--- config.mk ---
export PLATFORM = sky130hd
export DESIGN_NAME = sync_word_frame_deframer
export DESIGN_NICKNAME = d
export VERILOG_FILES = /design/src/rtl/sfd_pkg.sv /design/src/rtl/sfd_parser.sv /design/src/rtl/sync_word_frame_deframer.sv
export SDC_FILE = /design/constraint.sdc
export NUM_CORES = 1
export LEC_CHECK = 0
export BUFFER_PORTS_ARGS = -buffer_cell sky130_fd_sc_hd__buf_2
export CORE_ASPECT_RATIO = 1.5
export CORE_MARGIN = 2
export CORE_UTILIZATION = 40
export CTS_BUF_LIST = sky130_fd_sc_hd__clkbuf_8
export CTS_CLUSTER_SIZE = 24
export DETAILED_ROUTE_END_ITERATION = 16
export SYNTH_ARGS = -nofsm -noshare
export SYNTH_HDL_FRONTEND = slang
export SYNTH_SLANG_ARGS = --single-unit
export TNS_END_PERCENT = 10
--- constraint.sdc ---
create_clock -name clk -period 8 [get_ports clk]
set_input_delay 1.6 -clock clk [delete_from_list [all_inputs] [get_ports clk]]
set_output_delay 1.6 -clock clk [all_outputs]
set_load 0.02 [all_outputs]
--- src/rtl/sfd_pkg.sv ---
// sfd_pkg: shared constants, phase codes and the result record type for the
// sync word frame deframer. No dependencies.
`timescale 1ns / 1ps
`default_nettype none

package sfd_pkg;

    // frame delimiters and type codes
    localparam logic [7:0] SYNC_A      = 8'h5A;
    localparam logic [7:0] SYNC_B      = 8'hA5;
    localparam logic [7:0] TYPE_ROUTED = 8'h02;
    localparam logic [7:0] TYPE_FIXED  = 8'h03;

    // route index pieces
    localparam int          ROUTE_W     = 17;
    localparam logic [16:0] ROUTE_FIXED = 17'd16;

    // field widths
    localparam int BYTE_W = 8;
    localparam int LEN_W  = 16;
    localparam int PORT_W = 2;
    localparam int STAT_W = 2;

    // reset value of the payload limit
    localparam logic [15:0] MAX_PAYLOAD_RESET = 16'd1012;

    // register indexes of the configuration port
    localparam logic REG_PORT_NUMBER = 1'b0;
    localparam logic REG_MAX_PAYLOAD = 1'b1;

    // frame status codes
    localparam logic [1:0] STAT_OK       = 2'd0;
    localparam logic [1:0] STAT_TAIL_ERR = 2'd1;
    localparam logic [1:0] STAT_LEN_ERR  = 2'd2;

    // item kinds
    localparam logic KIND_PAYLOAD = 1'b0;
    localparam logic KIND_RECORD  = 1'b1;

    // parser phase codes
    localparam logic [3:0] PH_HUNT    = 4'd0;
    localparam logic [3:0] PH_SYNC2   = 4'd1;
    localparam logic [3:0] PH_SRC     = 4'd2;
    localparam logic [3:0] PH_DST     = 4'd3;
    localparam logic [3:0] PH_LENH    = 4'd4;
    localparam logic [3:0] PH_LENL    = 4'd5;
    localparam logic [3:0] PH_TYPE    = 4'd6;
    localparam logic [3:0] PH_FUNC    = 4'd7;
    localparam logic [3:0] PH_PAYLOAD = 4'd8;
    localparam logic [3:0] PH_CRC0    = 4'd9;
    localparam logic [3:0] PH_CRC1    = 4'd10;
    localparam logic [3:0] PH_TAIL0   = 4'd11;
    localparam logic [3:0] PH_TAIL1   = 4'd12;

    // one result item
    typedef struct packed {
        logic              kind;
        logic [7:0]        payload_byte;
        logic [7:0]        source_addr;
        logic [7:0]        dest_addr;
        logic [7:0]        frame_type;
        logic [7:0]        function_code;
        logic [15:0]       payload_len;
        logic [16:0]       route_index;
        logic [1:0]        frame_status;
        logic              last;
    } sfd_result_t;

endpackage

`default_nettype wire

--- src/rtl/sfd_parser.sv ---
// sfd_parser: byte-wise frame phase tracker, header holding registers and
// combinational result build. Depends on sfd_pkg.
`timescale 1ns / 1ps
`default_nettype none

module sfd_parser
    import sfd_pkg::*;
(
    input  wire logic              clk,
    input  wire logic              rst_n,
    input  wire logic              byte_accept,
    input  wire logic [7:0]        rx_byte,
    input  wire logic [1:0]        port_number,
    input  wire logic [15:0]       max_payload_len,
    output logic                   res_valid,
    output sfd_result_t            res
);

    logic [3:0]  phase_reg, phase_next;
    logic [7:0]  src_reg, src_next;
    logic [7:0]  dst_reg, dst_next;
    logic [7:0]  type_reg, type_next;
    logic [7:0]  func_reg, func_next;
    logic [15:0] len_reg, len_next;
    logic [15:0] count_reg, count_next;
    logic [7:0]  tail0_reg, tail0_next;

    logic [15:0] len_full;
    logic [15:0] len_minus2;
    logic [15:0] held_minus2;
    logic        len_short;
    logic        len_long;
    logic [16:0] route;

    // length checks on the low length byte
    assign len_full    = {len_reg[15:8], rx_byte};
    assign len_minus2  = len_full - 16'd2;
    assign held_minus2 = len_reg - 16'd2;
    assign len_short   = (len_full < 16'd2);
    assign len_long    = (len_minus2 > max_payload_len);

    // routing index from the held type
    always_comb
    begin
        case (type_reg)
            TYPE_ROUTED: route = {1'b1, 6'b0, port_number, func_reg};
            TYPE_FIXED:  route = ROUTE_FIXED;
            default:     route = '0;
        endcase
    end

    // phase step and result build
    always_comb
    begin
        phase_next = phase_reg;
        src_next   = src_reg;
        dst_next   = dst_reg;
        type_next  = type_reg;
        func_next  = func_reg;
        len_next   = len_reg;
        count_next = count_reg;
        tail0_next = tail0_reg;
        res_valid  = 1'b0;
        res        = '0;

        case (phase_reg)
            PH_SYNC2:
            begin
                phase_next = (rx_byte == SYNC_B) ? PH_SRC : PH_HUNT;
            end
            PH_SRC:
            begin
                src_next   = rx_byte;
                phase_next = PH_DST;
            end
            PH_DST:
            begin
                dst_next   = rx_byte;
                phase_next = PH_LENH;
            end
            PH_LENH:
            begin
                len_next   = {rx_byte, 8'h00};
                phase_next = PH_LENL;
            end
            PH_LENL:
            begin
                len_next = len_full;
                if (len_short || len_long)
                begin
                    res_valid        = 1'b1;
                    res.kind         = KIND_RECORD;
                    res.source_addr  = src_reg;
                    res.dest_addr    = dst_reg;
                    res.payload_len  = len_short ? 16'd0 : len_minus2;
                    res.frame_status = STAT_LEN_ERR;
                    res.last         = 1'b1;
                    phase_next       = PH_HUNT;
                end
                else
                begin
                    phase_next = PH_TYPE;
                end
            end
            PH_TYPE:
            begin
                type_next  = rx_byte;
                phase_next = PH_FUNC;
            end
            PH_FUNC:
            begin
                func_next  = rx_byte;
                count_next = held_minus2;
                phase_next = (held_minus2 == 16'd0) ? PH_CRC0 : PH_PAYLOAD;
            end
            PH_PAYLOAD:
            begin
                res_valid        = 1'b1;
                res.kind         = KIND_PAYLOAD;
                res.payload_byte = rx_byte;
                count_next       = count_reg - 16'd1;
                if (count_reg == 16'd1)
                begin
                    phase_next = PH_CRC0;
                end
            end
            PH_CRC0:
            begin
                phase_next = PH_CRC1;
            end
            PH_CRC1:
            begin
                phase_next = PH_TAIL0;
            end
            PH_TAIL0:
            begin
                tail0_next = rx_byte;
                phase_next = PH_TAIL1;
            end
            PH_TAIL1:
            begin
                res_valid         = 1'b1;
                res.kind          = KIND_RECORD;
                res.source_addr   = src_reg;
                res.dest_addr     = dst_reg;
                res.frame_type    = type_reg;
                res.function_code = func_reg;
                res.payload_len   = held_minus2;
                res.route_index   = route;
                res.frame_status  = (tail0_reg == SYNC_B && rx_byte == SYNC_A)
                                    ? STAT_OK : STAT_TAIL_ERR;
                res.last          = 1'b1;
                phase_next        = PH_HUNT;
            end
            default:
            begin
                phase_next = (rx_byte == SYNC_A) ? PH_SYNC2 : PH_HUNT;
            end
        endcase

        // nothing moves without a byte
        if (!byte_accept)
        begin
            res_valid = 1'b0;
        end
    end

    // parser state registers
    always_ff @(posedge clk or negedge rst_n)
    begin
        if (!rst_n)
        begin
            phase_reg <= PH_HUNT;
            src_reg   <= '0;
            dst_reg   <= '0;
            type_reg  <= '0;
            func_reg  <= '0;
            len_reg   <= '0;
            count_reg <= '0;
            tail0_reg <= '0;
        end
        else if (byte_accept)
        begin
            phase_reg <= phase_next;
            src_reg   <= src_next;
            dst_reg   <= dst_next;
            type_reg  <= type_next;
            func_reg  <= func_next;
            len_reg   <= len_next;
            count_reg <= count_next;
            tail0_reg <= tail0_next;
        end
    end

endmodule

`default_nettype wire

--- src/rtl/sync_word_frame_deframer.sv ---
// sync_word_frame_deframer: top level with configuration registers, parser
// and output register. Depends on sfd_pkg and sfd_parser.
//
//  channel   direction  handshake                 payload
//  s_axis    in         s_axis_tvalid/tready      tdata: rx_byte
//  m_axis    out        m_axis_tvalid/tready      tdata: record fields, tuser: item_kind,
//                                                 tlast: last_of_frame
//  cfg       in         cfg_we (no wait)          cfg_index, cfg_data
//
// One byte is taken per cycle while s_axis_tready is high; its result, if any, shows on m_axis the next cycle.
// A single output register holds the result; a new byte is taken whenever that
// register is empty or being emptied in the same cycle.
// Reset puts the parser in sync hunting and clears its holding registers and the output valid flag.
// A stall on m_axis stops s_axis only while the output register is full.
`timescale 1ns / 1ps
`default_nettype none

module sync_word_frame_deframer
    import sfd_pkg::*;
(
    input  wire logic        clk,
    input  wire logic        rst_n,
    // rx_byte[7:0]
    input  wire logic [7:0]  s_axis_tdata,
    input  wire logic        s_axis_tvalid,
    output logic             s_axis_tready,
    // payload_byte[7:0], source_addr[15:8], dest_addr[23:16], frame_type[31:24],
    // function_code[39:32], payload_len[55:40], route_index[72:56],
    // frame_status[74:73], zero fill [79:75]
    output logic [79:0]      m_axis_tdata,
    // item_kind[0]
    output logic             m_axis_tuser,
    output logic             m_axis_tlast,
    output logic             m_axis_tvalid,
    input  wire logic        m_axis_tready,
    input  wire logic        cfg_we,
    input  wire logic        cfg_index,
    input  wire logic [15:0] cfg_data
);

    logic [1:0]   port_number_reg;
    logic [15:0]  max_payload_len_reg;
    logic         in_accept;
    logic         res_valid;
    sfd_result_t  res;
    logic         out_valid_reg;
    sfd_result_t  out_reg;

    // configuration registers
    always_ff @(posedge clk or negedge rst_n)
    begin
        if (!rst_n)
        begin
            port_number_reg     <= '0;
            max_payload_len_reg <= MAX_PAYLOAD_RESET;
        end
        else if (cfg_we)
        begin
            case (cfg_index)
                REG_PORT_NUMBER: port_number_reg     <= cfg_data[1:0];
                REG_MAX_PAYLOAD: max_payload_len_reg <= cfg_data;
                default:         port_number_reg     <= port_number_reg;
            endcase
        end
    end

    // input handshake
    assign s_axis_tready = !out_valid_reg || m_axis_tready;
    assign in_accept     = s_axis_tvalid && s_axis_tready;

    sfd_parser u_parser (
        .clk             (clk),
        .rst_n           (rst_n),
        .byte_accept     (in_accept),
        .rx_byte         (s_axis_tdata),
        .port_number     (port_number_reg),
        .max_payload_len (max_payload_len_reg),
        .res_valid       (res_valid),
        .res             (res)
    );

    // output register
    always_ff @(posedge clk or negedge rst_n)
    begin
        if (!rst_n)
        begin
            out_valid_reg <= 1'b0;
        end
        else if (s_axis_tready)
        begin
            out_valid_reg <= res_valid;
        end
    end

    always_ff @(posedge clk)
    begin
        if (s_axis_tready && res_valid)
        begin
            out_reg <= res;
        end
    end

    assign m_axis_tvalid = out_valid_reg;
    assign m_axis_tuser  = out_reg.kind;
    assign m_axis_tlast  = out_reg.last;
    assign m_axis_tdata  = {5'b0, out_reg.frame_status, out_reg.route_index,
                            out_reg.payload_len, out_reg.function_code,
                            out_reg.frame_type, out_reg.dest_addr,
                            out_reg.source_addr, out_reg.payload_byte};

    // no new transaction taken while a held result is stalled
    assert property (@(posedge clk) disable iff (!rst_n)
        (out_valid_reg && !m_axis_tready) |-> !in_accept)
        else $error("byte taken while output register stalled");

    // a record closes the frame, a payload byte never does
    assert property (@(posedge clk) disable iff (!rst_n)
        m_axis_tvalid |-> (m_axis_tlast == m_axis_tuser))
        else $error("last flag disagrees with item kind");

    // a length error carries no type, function or route
    assert property (@(posedge clk) disable iff (!rst_n)
        (m_axis_tvalid && out_reg.frame_status == STAT_LEN_ERR)
        |-> (out_reg.frame_type == 8'd0 && out_reg.route_index == 17'd0))
        else $error("length error record carries header fields");

    // a result appears in the cycle after a transaction that made one
    assert property (@(posedge clk) disable iff (!rst_n)
        (in_accept && res_valid) |=> m_axis_tvalid)
        else $error("result lost after accepted byte");

endmodule

`default_nettype wire
==> flow_summary.yaml, run 1 <==
sta:
  skew_ps: 11.36
  finalSetupViolCount: 0
  fin_setup_tns_ps: 0
  finalCritPeriodShare_pct: 72.79
  finalHoldViolCount: 0
  fin_crit_ps: 5824
  drv_slew: 0
  slew_headroom_pct: 34.04
  maxClockFrequency_mhz: 171.7
  rsz0062_at_grt: "no"
  tightest_slew_ps: 989.5
  worst_slack_ps: 2176
worst_setup_path:
  crit_path_max_fanout: 62
  critPathCaptureType: "flip-flop"
  r2r_start: "u_parser.len_reg[10]"
  crit_type: "input port to flip-flop"
  r2r_cells: 12
  cp.arrival_ps: 5910
  r2r_setup_slack_ps: 3260
  crit_start: "s_axis_tdata[4]"
  r2r_end: "m_axis_tdata[33]"
  crit_path_start_kind: "input port"
  cp.required_ps: 8090
hold_path:
  holdPathStages: 2
  min_path_type: "flip-flop to flip-flop"
  worstHoldStart: "u_parser.src_reg[6]"
  whs_endpoint: "u_parser.src_reg[6]"
layout:
  seqCellArea_um2: 4488
  final_nets: 878
  area_growth_pct: 13.16
  drive_gt1_share_pct: 24.26
  final_cells: 1102
  multi_input_area_um2: 3266
  largest_register_ffs: 69
  nFillCells: 1898
placed_design:
  globalplace.congestion: 0.9040
  hpwl_um: 13770
  place_ws_ps: 1712
  io_buffer_count: 102
  dpl.cell_count: 1069
global_routing:
  grt_pass1_vias: 5657
  grt_pass1_wl_um: 30910
  grt.total_usage_pct: 19.19
  grt_remaining_overflow: 0
  antenna_found_initial: 1
  grt_max_degree: 63
drt:
  routedLengthMet1_um: 7869
  wl_per_cell_um: 17.67
  drc: 0
  dr_wl_met3_um: 838
  vias_per_cell: 5.198
  ant_nets: 0
  num_vias: 5728
  wl_met2_um: 9986
  first_pass_iters: 5
  wl_um: 19470
  dr.max_layer_used: "met4"
  drt_iter0_markers: 433
status:
  status: "completed"
synth:
  synth_area_leaders: "dfrtp_1, edfxtp_1, mux2_2"
  synth_warnings: 0
  synth_ff_type: "dfrtp_1"
  post_synth_num_cell_types: 60
  async_flop_share_pct: 57.58
  synth.top_cell.area_share_pct: 27.28
  synth_edf_count: 70
  syn_area_um2: 8071
  syn-mean-instance-area_um2: 10.86
  synth_top_area_cell: "dfrtp_1"
  ys_ff_latch: 165
  synthCells: 743
  seq_area_frac_synth_pct: 55.60
power_and_ir_drop:
  peakVddDrop_mv: 0.1222
  power_density_nw_per_um2: 338.8
  power_leakage_nw: 3.803
die:
  core_um2: 19790
  ios: 114
  dieHeight_um: 178.0
  die-area_um2: 21350
  initial_core_util_pct: 40.80
  die_w_um: 120.0
  rows: 63
clock_tree:
  clk_latency_ps: 450
  cts_max_level: 4
  path_clk_slew_ps: 90
  cts_sinks: 165
  cts_tree: "built"
  post-cts-setup-buffer-count: 0
  clockBufferDepth: 2
  holdBufCountCts: 0
  numCtsBuffers: 17
  ctsResizeCount: 0
  cts_root_buf: "clkbuf_8"
run:
  maxCapViolCount: 0
placed cells by master, fill, tap and decap left out, types with 5 or more instances in the layout:
master	Yosys	layout
nand4_1	7	7
conb_1	1	11
nor2b_1	22	22
nor2_1	36	36
xor2_1	12	12
mux2_2	46	46
o22ai_1	7	7
dfstp_2	7	7
buf_4	12	6
o21ai_0	57	57
nand2_1	77	77
nor3_1	20	18
xnor2_1	13	13
a22o_1	5	5
o31ai_1	6	6
edfxtp_1	70	70
and3_1	9	9
ha_1	20	20
nand2b_1	18	18
buf_2	1	101
inv_1	27	27
nand3_1	16	16
nor4_1	12	12
dfrtp_1	88	88
a21oi_1	29	27
clkbuf_8	0	20
and2_1	28	28
or3_1	8	8
cell usage after synthesis (all sizes together) (6+ instances only):
| cell | number |
|---|---|
| buf | 17 |
| xor2 | 12 |
| nand4 | 7 |
| mux2 | 46 |
| edfxtp | 70 |
| o21ai | 62 |
| or3 | 8 |
| nand2b | 18 |
| nor2b | 22 |
| nand3 | 16 |
| and2 | 28 |
| nor4 | 12 |
| dfstp | 7 |
| xnor2 | 13 |
| nor2 | 36 |
| ha | 20 |
| o31ai | 6 |
| inv | 27 |
| o22ai | 7 |
| and3 | 9 |
| a21oi | 29 |
| nor3 | 20 |
| clkbuf | 34 |
| nand2 | 77 |
| dfrtp | 88 |
worst max-delay path, stage by stage:
cell	delay (ps)
buf_2	180
or4_4	560
or4_1	560
nor4_1	330
xor2_1	150
ha_1	320
nand4_1	170
nor4_1	370
a211oi_1	180
o21a_2	410
a21oi_4	350
buf_4	680
worst max-delay path by stage:
stage | to | slack, ps
after global placement | m_axis_tdata[32] | 1760
after CTS | m_axis_tdata[36] | 2180
after global routing | m_axis_tdata[47] | 1740
final | m_axis_tdata[33] | 2180
after detailed placement | m_axis_tdata[59] | 1710
after floorplan | m_axis_tdata[0] | 1080
power breakdown:
part	switching (mW)	internal (mW)
clock network	0.330	0.251
logic	0.690	0.450
registers	0.234	1.14
routing by layer:
layer  vias up  GRT usage [%]
li1       2779              -
met1      2733          22.72
met2       174          34.07
met3        42          2.845
met4         0          9.069
met5         -              0
per-stage QoR:
stage               hold WS, ps  utilization (%)  cell area [um^2]  power (mW)
detailed placement        462.4            44.20              8746       2.524
floorplan                 441.3                -              8113       2.174
global placement          454.0            44.20              8746       2.514
CTS                       483.0            46.15              9131       3.114
global route              500.7            46.16              9134       3.304
finish                    481.3            46.16              9134       3.094
cells by family after synthesis:
group           Yosys count  synth area share (%)
mux                      46                 6.418
xor+xnor                 25                 2.713
other cells               1               0.04646
fa+ha+maj                20                 3.100
simple gates            266                 17.05
compound gates          138                 10.36
buf+inv                  82                 4.712
flops                   165                 55.60
area by class of cell:
class / instances / area share (%)
multi-input cells: 506 / 35.75
diodes: 1 / 0.02740
inverters: 31 / 1.274
well taps: 260 / 3.562
clock buffers: 20 / 3.014
repair buffers: 107 / 6.027
clock inverters: 12 / 1.205
flip-flops and latches: 165 / 49.14
No activity file was read; power rests on OpenSTA's default activity.
==> run 2: changes to the inputs <==
Clock period 8 ns to 5.3 ns, I/O delays scaled along.
==> run 2 against run 1 <==
Net effect:
- register-to-register slack got worse by 2400 ps
- clock skew barely moved
- design area rose by 1.5%
- core utilization rose by 0.70 points
- critical path type unchanged
- largest power group unchanged
- highest routed layer unchanged
==> flow_summary.yaml, run 2 (synthesis results as in run 1) <==
layout:
  multi_input_area_um2: 3272
  final_common_cell: "buf_2"
  final_core_util_pct: 46.87
  stdcell_area_um2: 9273
  final_nets: 892
  drive_gt1_share_pct: 25.61
  seqCellArea_um2: 4488
  nFillCells: 1897
  area_growth_pct: 14.88
  largest_register_ffs: 69
  layout_common_cells: "buf_2, dfrtp_1, nand2_1"
global_routing:
  antenna_found_initial: 1
  grt_remaining_overflow: 0
  grt_pass1_wl_um: 31130
  grt.total_usage_pct: 19.22
  grt_max_degree: 52
  grt_pass1_vias: 5706
die:
  die_w_um: 120.0
  rows: 63
  core_um2: 19790
  dieHeight_um: 178.0
  ios: 114
  initial_core_util_pct: 40.80
  die-area_um2: 21350
clock_tree:
  holdBufCountCts: 0
  post-cts-setup-buffer-count: 0
  numCtsBuffers: 17
  path_clk_slew_ps: 90
  clk_latency_ps: 460
  cts_max_level: 4
  cts_root_buf: "clkbuf_8"
  ctsResizeCount: 0
  cts_tree: "built"
  cts_sinks: 165
  clockBufferDepth: 2
sta:
  finalHoldViolCount: 0
  fin_crit_ps: 4656
  maxClockFrequency_mhz: 214.8
  rsz0062_at_grt: "no"
  finalSetupViolCount: 0
  slew_headroom_pct: 43.51
  skew_ps: 11.53
  fin_setup_tns_ps: 0
  finalCritPeriodShare_pct: 87.85
  drv_slew: 0
  tightest_slew_ps: 844.2
worst_setup_path:
  cp.arrival_ps: 4820
  crit_type: "input port to flip-flop"
  crit_path_max_fanout: 20
  critPathMaxStageDelay_ps: 600
  critPathCaptureType: "flip-flop"
  cp.required_ps: 5460
  r2r_setup_slack_ps: 850
  worstPathCellList: "buf_2, or4_4, or4_1, nor2_1, nand2_1, xnor2_1, ha_1, nand4_1, nor4_1, a211oi_1, o21a_2, a21oi_4, buf_4"
  crit_path_start_kind: "input port"
  cpMaxStageDelayCell: "a21oi_4"
drt:
  num_vias: 5792
  first_pass_iters: 4
  ant_nets: 0
  vias_per_cell: 5.190
  drt_iter0_markers: 379
  wl_per_cell_um: 17.78
  wl_um: 19840
  drc: 0
power_and_ir_drop:
  peakVddDrop_mv: 0.1810
  power_leakage_nw: 3.886
  power_density_nw_per_um2: 515.8
placed_design:
  place_area_um2: 8870
  io_buffer_count: 102
  globalplace.congestion: 0.8311
  hpwl_um: 14240
status:
  status: "completed"
hold_path:
  min_path_type: "flip-flop to flip-flop"
run:
  maxCapViolCount: 0
## run 2: changes by cell type in the layout (fill, tap and decap cells not counted), sizes merged
| cell | change |
|---|---|
| buf | +14 |
| clkbuf | -3 |
| bufinv | +2 |
| clkinv | +1 |
| clkinvlp | -1 |
| inv | +1 |
## run 2: stage by stage
stage,hold slack [ps],setup WS (ps),total power [mW],cells
2_1_floorplan,441.3,18.56,3.282,753
3_3_place_gp,453.6,227.2,3.841,1083
3_5_place_dp,462.6,192.0,3.866,1083
4_1_cts,482.5,665.2,4.803,1115
5_1_grt,506.6,379.1,5.081,1116
6_report,475.8,644.0,4.783,1116
## run 2: final timing paths
path                                            to  cells after the start            startpoint
max                               m_axis_tdata[53]                     13       s_axis_tdata[4]
min                           u_parser.type_reg[1]                      2  u_parser.type_reg[1]
max reg2reg                       m_axis_tdata[53]                     12  u_parser.len_reg[10]
min reg2reg                   u_parser.type_reg[1]                      2  u_parser.type_reg[1]
max in group asynchronous            m_axis_tvalid                      2                 rst_n
min in group asynchronous  max_payload_len_reg[12]                      1                 rst_n
## run 2: layout make-up
type / instances / share of cell area (%)
clock buffers: 17 / 2.523
well taps: 260 / 3.508
multi-input cells: 506 / 35.29
clock inverters: 15 / 1.795
inverters: 31 / 1.255
repair buffers: 121 / 7.206
flip-flops and latches: 165 / 48.40
diodes: 1 / 0.02699
## run 2: metal layers
metal | vias up | share of wire (%) | track usage [%]
li1 | 2811 | - | -
met5 | - | 0 | 0
met4 | 0 | 4.3 | 10.39
met2 | 149 | 51 | 32.98
met1 | 2790 | 41 | 23.07
met3 | 42 | 3.6 | 3.037
## run 2: power by group
| group | switching (mW) | internal, mW | total (mW) |
|---|---|---|---|
| combinational | 1.06 | 0.704 | 1.77 |
| sequential | 0.365 | 1.72 | 2.09 |
| clock | 0.499 | 0.431 | 0.930 |
| total | 1.93 | 2.86 | 4.78 |
## run 2: critical path, delay by kind of cell
| family | cells | cell delay [ps] |
|---|---|---|
| AO/OA/AOI/OAI | 3 | 1000 |
| XOR/XNOR | 1 | 170 |
| adder cells (fa/ha/maj) | 1 | 290 |
| buffers and inverters | 2 | 510 |
| AND/OR/NAND/NOR | 6 | 1780 |
